`src/design/ilha_pkg.sv`:
```
// Shared types and constants for the implicit-list heap allocator.
// Holds the heap geometry, the command codes, the micro-operation and
// condition codes, and the structs that pass between sequencer and datapath.
package ilha_pkg;

    localparam int HEAP_WORDS = 1024;
    localparam int AW = $clog2(HEAP_WORDS);
    localparam int NW = ((AW > 14) ? AW : 14) + 1;
    localparam int TW = ((AW + 2 > 14) ? AW + 2 : 14);
    localparam int CAP_BYTES = (HEAP_WORDS * 4) & ~7;
    localparam int HEAP_BYTES_RESET = 4084;

    localparam logic [1:0] CMD_INIT     = 2'd0;
    localparam logic [1:0] CMD_ALLOC    = 2'd1;
    localparam logic [1:0] CMD_FREE     = 2'd2;
    localparam logic [1:0] CMD_COALESCE = 2'd3;

    typedef logic [4:0] t_step;

    typedef enum logic [4:0] {
        OP_NOP,
        OP_INIT_SETUP,
        OP_CLEAR,
        OP_WR_FIRST,
        OP_WR_SENT,
        OP_ALLOC_SETUP,
        OP_RD_NXT,
        OP_RD_B,
        OP_LOAD_A,
        OP_STEP_NXT,
        OP_SET_FAIL,
        OP_HIT_WRITE,
        OP_WR_REM,
        OP_SET_NXT_FREE,
        OP_WR_DEC,
        OP_SET_NXT1,
        OP_MERGE,
        OP_EMIT
    } t_op;

    typedef enum logic [3:0] {
        C_NEVER,
        C_ALWAYS,
        C_DISPATCH,
        C_CLR_MORE,
        C_NXT_GE_SENT,
        C_RD_IS_ONE,
        C_A_FITS,
        C_STEP_NONZERO,
        C_STEP_ZERO,
        C_NO_SPLIT,
        C_ADDR_LOW,
        C_RD_LOW3_ZERO
    } t_cond;

    typedef struct packed {
        t_op   op;
        t_cond cond;
        t_step target;
    } t_uword;

    typedef struct packed {
        logic clr_more;
        logic nxt_ge_sent;
        logic rd_is_one;
        logic a_fits;
        logic step_zero;
        logic no_split;
        logic addr_low;
        logic rd_low3_zero;
    } t_flags;

endpackage

```
`src/design/ilha_seq.sv`:
```
// Microcode sequencer of the heap allocator: step counter, program ROM and jumps.
// Depends on ilha_pkg for the micro-operation, condition and flag types.
module ilha_seq import ilha_pkg::*; (
    input  logic       i_clk,
    input  logic       i_rst_n,
    input  logic       start,
    input  logic [1:0] i_cmd,
    input  t_flags     i_flags,
    output logic       o_busy,
    output t_op        o_op
);

    localparam t_step S_IDLE = 5'd0;
    localparam t_step S_I0   = 5'd1;
    localparam t_step S_I1   = 5'd2;
    localparam t_step S_I2   = 5'd3;
    localparam t_step S_I3   = 5'd4;
    localparam t_step S_A0   = 5'd5;
    localparam t_step S_A1   = 5'd6;
    localparam t_step S_A2   = 5'd7;
    localparam t_step S_A3   = 5'd8;
    localparam t_step S_A4   = 5'd9;
    localparam t_step S_FAIL = 5'd10;
    localparam t_step S_H0   = 5'd11;
    localparam t_step S_H1   = 5'd12;
    localparam t_step S_H2   = 5'd13;
    localparam t_step S_H3   = 5'd14;
    localparam t_step S_F0   = 5'd15;
    localparam t_step S_F1   = 5'd16;
    localparam t_step S_F2   = 5'd17;
    localparam t_step S_F3   = 5'd18;
    localparam t_step S_C0   = 5'd19;
    localparam t_step S_C1   = 5'd20;
    localparam t_step S_C2   = 5'd21;
    localparam t_step S_C3   = 5'd22;
    localparam t_step S_C4   = 5'd23;
    localparam t_step S_C5   = 5'd24;
    localparam t_step S_C6   = 5'd25;
    localparam t_step S_EMIT = 5'd26;

    function automatic t_uword f_ucode(input t_step s);
        t_uword w;
        w = '{op: OP_NOP, cond: C_ALWAYS, target: S_IDLE};
        case (s)
            S_IDLE: w = '{op: OP_NOP,          cond: C_DISPATCH,     target: S_IDLE};
            S_I0:   w = '{op: OP_INIT_SETUP,   cond: C_NEVER,        target: S_IDLE};
            S_I1:   w = '{op: OP_CLEAR,        cond: C_CLR_MORE,     target: S_I1};
            S_I2:   w = '{op: OP_WR_FIRST,     cond: C_NEVER,        target: S_IDLE};
            S_I3:   w = '{op: OP_WR_SENT,      cond: C_ALWAYS,       target: S_EMIT};
            S_A0:   w = '{op: OP_ALLOC_SETUP,  cond: C_NEVER,        target: S_IDLE};
            S_A1:   w = '{op: OP_RD_NXT,       cond: C_NXT_GE_SENT,  target: S_FAIL};
            S_A2:   w = '{op: OP_LOAD_A,       cond: C_RD_IS_ONE,    target: S_FAIL};
            S_A3:   w = '{op: OP_STEP_NXT,     cond: C_A_FITS,       target: S_H0};
            S_A4:   w = '{op: OP_NOP,          cond: C_STEP_NONZERO, target: S_A1};
            S_FAIL: w = '{op: OP_SET_FAIL,     cond: C_ALWAYS,       target: S_EMIT};
            S_H0:   w = '{op: OP_HIT_WRITE,    cond: C_NEVER,        target: S_IDLE};
            S_H1:   w = '{op: OP_RD_B,         cond: C_NO_SPLIT,     target: S_EMIT};
            S_H2:   w = '{op: OP_NOP,          cond: C_RD_IS_ONE,    target: S_EMIT};
            S_H3:   w = '{op: OP_WR_REM,       cond: C_ALWAYS,       target: S_EMIT};
            S_F0:   w = '{op: OP_SET_NXT_FREE, cond: C_ADDR_LOW,     target: S_EMIT};
            S_F1:   w = '{op: OP_RD_NXT,       cond: C_NXT_GE_SENT,  target: S_EMIT};
            S_F2:   w = '{op: OP_NOP,          cond: C_RD_LOW3_ZERO, target: S_EMIT};
            S_F3:   w = '{op: OP_WR_DEC,       cond: C_ALWAYS,       target: S_EMIT};
            S_C0:   w = '{op: OP_SET_NXT1,     cond: C_NEVER,        target: S_IDLE};
            S_C1:   w = '{op: OP_RD_NXT,       cond: C_NXT_GE_SENT,  target: S_EMIT};
            S_C2:   w = '{op: OP_LOAD_A,       cond: C_NEVER,        target: S_IDLE};
            S_C3:   w = '{op: OP_STEP_NXT,     cond: C_STEP_ZERO,    target: S_EMIT};
            S_C4:   w = '{op: OP_RD_B,         cond: C_NXT_GE_SENT,  target: S_EMIT};
            S_C5:   w = '{op: OP_MERGE,        cond: C_RD_IS_ONE,    target: S_EMIT};
            S_C6:   w = '{op: OP_STEP_NXT,     cond: C_STEP_NONZERO, target: S_C4};
            S_EMIT: w = '{op: OP_EMIT,         cond: C_ALWAYS,       target: S_IDLE};
            default: w = '{op: OP_NOP,         cond: C_ALWAYS,       target: S_IDLE};
        endcase
        return w;
    endfunction

    t_step  r_step;
    t_step  n_step;
    t_step  w_entry;
    t_uword w_uword;
    logic   w_take;

    assign w_uword = f_ucode(r_step);
    assign o_op    = w_uword.op;
    assign o_busy  = (r_step != S_IDLE);

    always_comb begin
        unique case (i_cmd)
            CMD_INIT:     w_entry = S_I0;
            CMD_ALLOC:    w_entry = S_A0;
            CMD_FREE:     w_entry = S_F0;
            CMD_COALESCE: w_entry = S_C0;
        endcase
    end

    always_comb begin
        unique case (w_uword.cond)
            C_NEVER:        w_take = 1'b0;
            C_ALWAYS:       w_take = 1'b1;
            C_DISPATCH:     w_take = 1'b0;
            C_CLR_MORE:     w_take = i_flags.clr_more;
            C_NXT_GE_SENT:  w_take = i_flags.nxt_ge_sent;
            C_RD_IS_ONE:    w_take = i_flags.rd_is_one;
            C_A_FITS:       w_take = i_flags.a_fits;
            C_STEP_NONZERO: w_take = !i_flags.step_zero;
            C_STEP_ZERO:    w_take = i_flags.step_zero;
            C_NO_SPLIT:     w_take = i_flags.no_split;
            C_ADDR_LOW:     w_take = i_flags.addr_low;
            C_RD_LOW3_ZERO: w_take = i_flags.rd_low3_zero;
            default:        w_take = 1'b1;
        endcase
    end

    always_comb begin
        if (w_uword.cond == C_DISPATCH) begin
            n_step = start ? w_entry : S_IDLE;
        end else if (w_take) begin
            n_step = w_uword.target;
        end else begin
            n_step = r_step + 5'd1;
        end
    end

    always_ff @(posedge i_clk) begin
        if (!i_rst_n) begin
            r_step <= S_I0;
        end else begin
            r_step <= n_step;
        end
    end

    a_idle_holds: assert property (@(posedge i_clk) disable iff (!i_rst_n)
        (r_step == S_IDLE && !start) |=> (r_step == S_IDLE))
        else $error("Sequencer left idle without a start.");

    a_emit_returns: assert property (@(posedge i_clk) disable iff (!i_rst_n)
        (r_step == S_EMIT) |=> (r_step == S_IDLE))
        else $error("Sequencer did not return to idle after the result.");

endmodule

```
`config.mk`:
```
export PLATFORM = sky130hd
export DESIGN_NAME = ilha_seq
export DESIGN_NICKNAME = d
export VERILOG_FILES = /design/src/design/ilha_pkg.sv /design/src/design/ilha_seq.sv
export SDC_FILE = /design/constraint.sdc
export NUM_CORES = 1
export LEC_CHECK = 0
export ABC_AREA = 1
export BUFFER_PORTS_ARGS = -buffer_cell sky130_fd_sc_hd__clkbuf_2
export CORE_MARGIN = 8
export CORE_UTILIZATION = 52
export CTS_CLUSTER_SIZE = 12
export DETAILED_ROUTE_END_ITERATION = 16
export MAX_ROUTING_LAYER = met4
export PLACE_DENSITY_LB_ADDON = 0.1
export SETUP_SLACK_MARGIN = 0.15
export SYNTH_ARGS = -nofsm -noshare
export SYNTH_HDL_FRONTEND = slang
export SYNTH_SLANG_ARGS = --single-unit
```
`constraint.sdc`:
```
create_clock -name i_clk -period 2.25 [get_ports i_clk]
set_clock_uncertainty 0.1 [all_clocks]
set_input_delay 0.5625 -clock i_clk [delete_from_list [all_inputs] [get_ports i_clk]]
set_output_delay 0.5625 -clock i_clk [all_outputs]
set_load 0.02 [all_outputs]
```
== Word level (Yosys, flattened, before mapping) ==
Memories as Yosys holds them, arrays and structs flattened. A register that Yosys moved wholly into a read port is not among the register bits.
Index checks and enable logic that the tools add are counted.
W data, S select, Z words.

* Memories kept: 1
* Input port bits: 13
* Register bits: 5
* Bits in writable memories: 0
* ROM bits: 448
* Bits in latches: 0

* $mul: 0
* Divide/modulo/power cells: 0
* Order comparisons: 0
* Add/sub/neg operators: 1
* Muxes and demuxes: 6
* Shift-type cells: 0
* Equal/unequal tests: 13
* Reductions and logical operators: 5
* Bitwise operators: 0

{| class="wikitable"
|+ Memories
! memory !! depth !! bits a word !! rd ports !! clocked after Yosys merged registers in !! wr ports !! RTL line !! text
|-
| (no name shown) || 32 || 14 || 1 || 1 || 0 || ilha_seq.sv:44 || <nowiki>case (s)</nowiki>
|}

{| class="wikitable"
|+ Operators with widths
! cell !! count
|-
| $mux W5 || 4
|-
| $pmux W5 S4 || 1
|-
| $eq A4 B3 Y1 const B || 4
|-
| $eq A4 B4 Y1 const B || 4
|-
| $pmux W1 S10 || 1
|-
| $eq A4 B2 Y1 const B || 2
|-
| $add A5 B1 Y5 const B || 1
|-
| $reduce_bool A5 Y1 || 1
|-
| $eq A2 B2 Y1 const B || 2
|-
| $logic_not A4 Y1 || 1
|-
| $eq A2 B1 Y1 const B || 1
|-
| $logic_not A2 Y1 || 1
|-
| $reduce_or A2 Y1 || 1
|-
| $logic_not A1 Y1 || 1
|}

== Longest topological paths before layout ==
* Depth in word-level cells: 6
* Depth in mapped cells: 19

== Worst setup path after synthesis ==
No wires, ideal clock.

* Path kind: input to register
* Start: input i_flags[3] (netlist name)
* End: register w_uword[5] (netlist name)
* Path slack: -0.098 ns
* Arrival time: 2.136 ns
* Stages on the path: 18
* Library setup time: 0.112 ns
* Cells stage by stage: inv_1 -> nand3_1 -> nand2_1 -> nor2_1 -> nand2_1 -> nand2_4 -> nand2_4 -> nand2_1 -> nand3_1 -> nand2_1 -> nand2_1 -> ha_1 -> nand3_1 -> nand2_1 -> nand2_1 -> nand3_1 -> nand2_1 -> nand2_1

* Word-level cells in the longest chain between the ends: 5

{| class="wikitable"
|+ RTL lines
! item !! RTL line !! text
|-
| start: declaration || ilha_seq.sv:8 || <nowiki>input t_flags i_flags,</nowiki>
|-
| $logic_not A1 Y1 || ilha_seq.sv:105 || <nowiki>C_STEP_NONZERO: w_take = !i_flags.step_zero;</nowiki>
|-
| $pmux W1 S10 * || ilha_seq.sv:97 || <nowiki>unique case (w_uword.cond)</nowiki>
|-
| $mux W5 * || ilha_seq.sv:117 || <nowiki>end else if (w_take) begin</nowiki>
|-
| $mux W5 * || ilha_seq.sv:115 || <nowiki>if (w_uword.cond == C_DISPATCH) begin</nowiki>
|-
| $mux W5 (no line) * || - ||
|}

Mark *: on every way between the ends. The rest lies on a longest branch, timed or not.
A chain may end at the register's enable or synchronous reset.

== Worst setup path in the final report ==
* Start: register w_uword[5] (netlist name)
* End: register w_uword[5] (netlist name)

* Word-level cells in the longest chain between the ends: 6

{| class="wikitable"
|+ RTL lines
! item !! RTL line
|-
| $eq A4 B2 Y1 / $logic_not A4 Y1 (equally long branches) || ilha_seq.sv:97, ilha_seq.sv:115
|-
| $reduce_or A2 Y1 (no line) || -
|-
| $pmux W1 S10 || ilha_seq.sv:97
|-
| $mux W5 || ilha_seq.sv:117
|-
| $mux W5 * || ilha_seq.sv:115
|-
| $mux W5 (no line) * || -
|}

Marked as above.

==> impl_metrics.json <==
{
  "grt_usage_pct": 18.09,
  "min_from": "i_rst_n",
  "remaining_drc_errors": 0,
  "die_h_microns": 69.11,
  "synth_edf_count": 0,
  "synth.largest_area_cell": "dfxtp_1",
  "ant_nets": 0,
  "peakVddDrop_v": 0.001384,
  "ctsRootBufferMaster": "clkbuf_4",
  "rsz0062_at_grt": "yes",
  "fin_area_sq_um": 2047,
  "tightest_slew_ns": 0.3014,
  "core-area_sq_um": 2710,
  "clock.fmax_mhz": 448.5,
  "synth_nets": 243,
  "finalNetCount": 298,
  "hold_viol_final": 0,
  "syn_area_sq_um": 1466,
  "grt.overflow.total": 0,
  "synth_most_common_cell": "nand2_1",
  "synth_top_family_by_area": "simple AND/OR/NAND/NOR gates",
  "grt_pass1_wl_microns": 7265,
  "place_area_sq_um": 1831,
  "start_util_pct": 54.11,
  "critical_path_class": "flip-flop to flip-flop",
  "syn_inst": 219,
  "arrival_ns": 2.37,
  "slowest_delay_ns": 0.39,
  "insertion_delay_ns": 0.30,
  "synthAdderAreaFrac_pct": 9.386,
  "clock_path_buffers": 2,
  "cts.clk_slew.worst_paths_ns": 0.11,
  "area_growth_pct": 39.59,
  "viasPerCell": 5.385,
  "yosys.area_share.xor_xnor_pct": 1.792,
  "ys_seq_area_share_pct": 25.94,
  "wl_per_cell_microns": 14.50,
  "cpMostUsedCell": "nand2_1",
  "path_cells": "buf_6 > nand3_2 > nand2_1 > nor2_1 > nand2_1 > nand2_4 > nand2_4 > nand2_2 > nand3_2 > nand2_2 > nand2_4 > ha_4 > nand3_4 > nand2_2 > nand2_1 > nand3_1 > nand2_1 > nand2_1",
  "worst_slack_ns": 0.02020,
  "p_per_area_nw_per_um2": 1722,
  "placement_rows": 19,
  "grt_pass1_vias": 1639,
  "crit_path_end_kind": "flip-flop",
  "cts_sinks": 19,
  "synth-simple-area-share_pct": 42.75,
  "tritoncts": "yes",
  "synth_top_cell_area_share_pct": 25.94,
  "grt_max_degree": 11,
  "reg2reg_from": "w_uword[5]$_DFF_P_",
  "place_inst": 292,
  "synth_area_leaders": "dfxtp_1, nand2_1, nand3_1",
  "maxCapViolCount": 0,
  "drt_iter0_markers": 124,
  "synth_cell_types": 29,
  "syn_area_per_cell_sq_um": 6.696,
  "status": "finished, final reports clean",
  "gp_congestion": 0.9921,
  "synthFlopType": "dfxtp_1",
  "crit_buf_inv": 1,
  "finalPower_uw": 3524,
  "setup_viol": 0,
  "final_layout_size_suffix_gt1_share_pct": 42.86,
  "vias": 1637,
  "post-place-ws_ns": -0.1388,
  "antennaDiodeCount": 0,
  "hold_slack_ns": 0.4694,
  "post-route-min-period_ns": 2.230,
  "async_reset_ff_share_pct": 0,
  "cp-startpoint": "w_uword[5]$_DFF_P_",
  "htreeDepth": 1,
  "dpl.hpwl_microns": 3230,
  "synth_compound_area_share_pct": 7.850,
  "slew_headroom_pct": 79.88,
  "antenna_found_initial": 0,
  "synth_commonest_cells": "nand2_1, nand3_1, inv_1, dfxtp_1",
  "num-fill-cells": 213,
  "ys_ff_latch": 19,
  "yosys_warnings": 0,
  "dr.pass1.iters": 4,
  "synthMuxAreaShare_pct": 0,
  "routed_wl_microns": 4407,
  "path_max_fanout": 7,
  "p_leak_uw": 0.001065,
  "cp-start-kind": "flip-flop",
  "period_share_pct": 99.10,
  "cts_buffers": 3,
  "die_area_sq_um": 4776,
  "cp_slowest_cell": "dfxtp_4",
  "cp_data_required_time_ns": 2.39,
  "layout.cells.non_filler": 304,
  "io_pins": 19,
  "worst_path_dominant_cell_family": "simple AND/OR/NAND/NOR gates",
  "portBuffers": 18,
  "die_x_microns": 69.11,
  "drv_slew": 0,
  "cts_hold_buf": 0,
  "hp-class": "primary input to flip-flop"
}
## worst register-to-register path: stages, from the launching register on
cell and delay (ns):
dfxtp_4 0.39, buf_6 0.12, nand3_2 0.05, nand2_1 0.05
nor2_1 0.10, nand2_1 0.09, nand2_4 0.11, nand2_4 0.08
nand2_2 0.08, nand3_2 0.07, nand2_2 0.10, nand2_4 0.11
ha_4 0.32, nand3_4 0.12, nand2_2 0.08, nand2_1 0.04
nand3_1 0.06, nand2_1 0.05, nand2_1 0.06
## layout by cell type, fill, tap and decap left out, drive strengths merged
cell	n
nor2	16
dfxtp	19
nor3	1
or2	1
a21oi	3
nand3b	2
o22ai	1
o211ai	1
o21ai	14
nand3	31
nand2	75
clkbuf	22
inv	30
ha	11
a31oi	2
xor2	2
buf	40
xnor2	1
nor4	1
## routing by layer
metal,vias up,track usage (%),part of all wire [%]
met4,0,10.48,3.4
met2,75,30.84,53
met5,-,-,0
met1,742,19.52,39
li1,804,-,-
met3,16,2.575,5.3
## path summary, 6_finish.rpt
check / slack, ns / depth (start not counted) / endpoint
setup / recovery: 0.02 / 18 / w_uword[5]$_DFF_P_
hold / removal: 0.47 / 4 / r_step[0]$_SDFF_PN1_
hold reg to reg: 0.51 / 4 / r_step[0]$_SDFF_PN1_
setup reg to reg: 0.02 / 18 / w_uword[5]$_DFF_P_
## per-stage QoR
stage / utilization [%] / TNS (ns)
2_1_floorplan: - / 0
3_3_place_gp: 67.54 / -0.8893
3_5_place_dp: 67.54 / -1.091
4_1_cts: 71.75 / 0
5_1_grt: 75.53 / -1.113
6_report: 75.53 / 0
## report_power, final
group	switching, uW	total, uW	internal (uW)
sequential	90.5	567	476
clock	109	178	69.2
combinational	1580	2780	1190
total	1780	3520	1740
## layout make-up
type / instances / area (sq um) / share of cell area [%]
multi-input combinational: 162 / 1072 / 52.38
timing repair buffer: 58 / 397.9 / 19.44
sequential: 19 / 389.1 / 19.01
inverter: 30 / 122.6 / 5.990
tap: 31 / 38.79 / 1.895
clock buffer: 4 / 26.28 / 1.284
## flip-flops by register name, summed over array words and instances (netlist names)
register  flops
r_step        5
w_uword      14
## cells by family after synthesis
kind of cell,Yosys count
AO/OA/AOI/OAI,21
XOR/XNOR,3
adder cells (fa/ha/maj),11
buffers and inverters,38
flip-flops,19
AND/OR/NAND/NOR,127
## what timing repair did
action                                  in CTS  in global routing
setup buffers                                4                  4
resized for setup                           19                 18
pin swaps                                   13                 10
endpoints found under the setup margin      13                 15
gates cloned                                 0                  0
No activity file was read; power rests on OpenSTA's default activity.
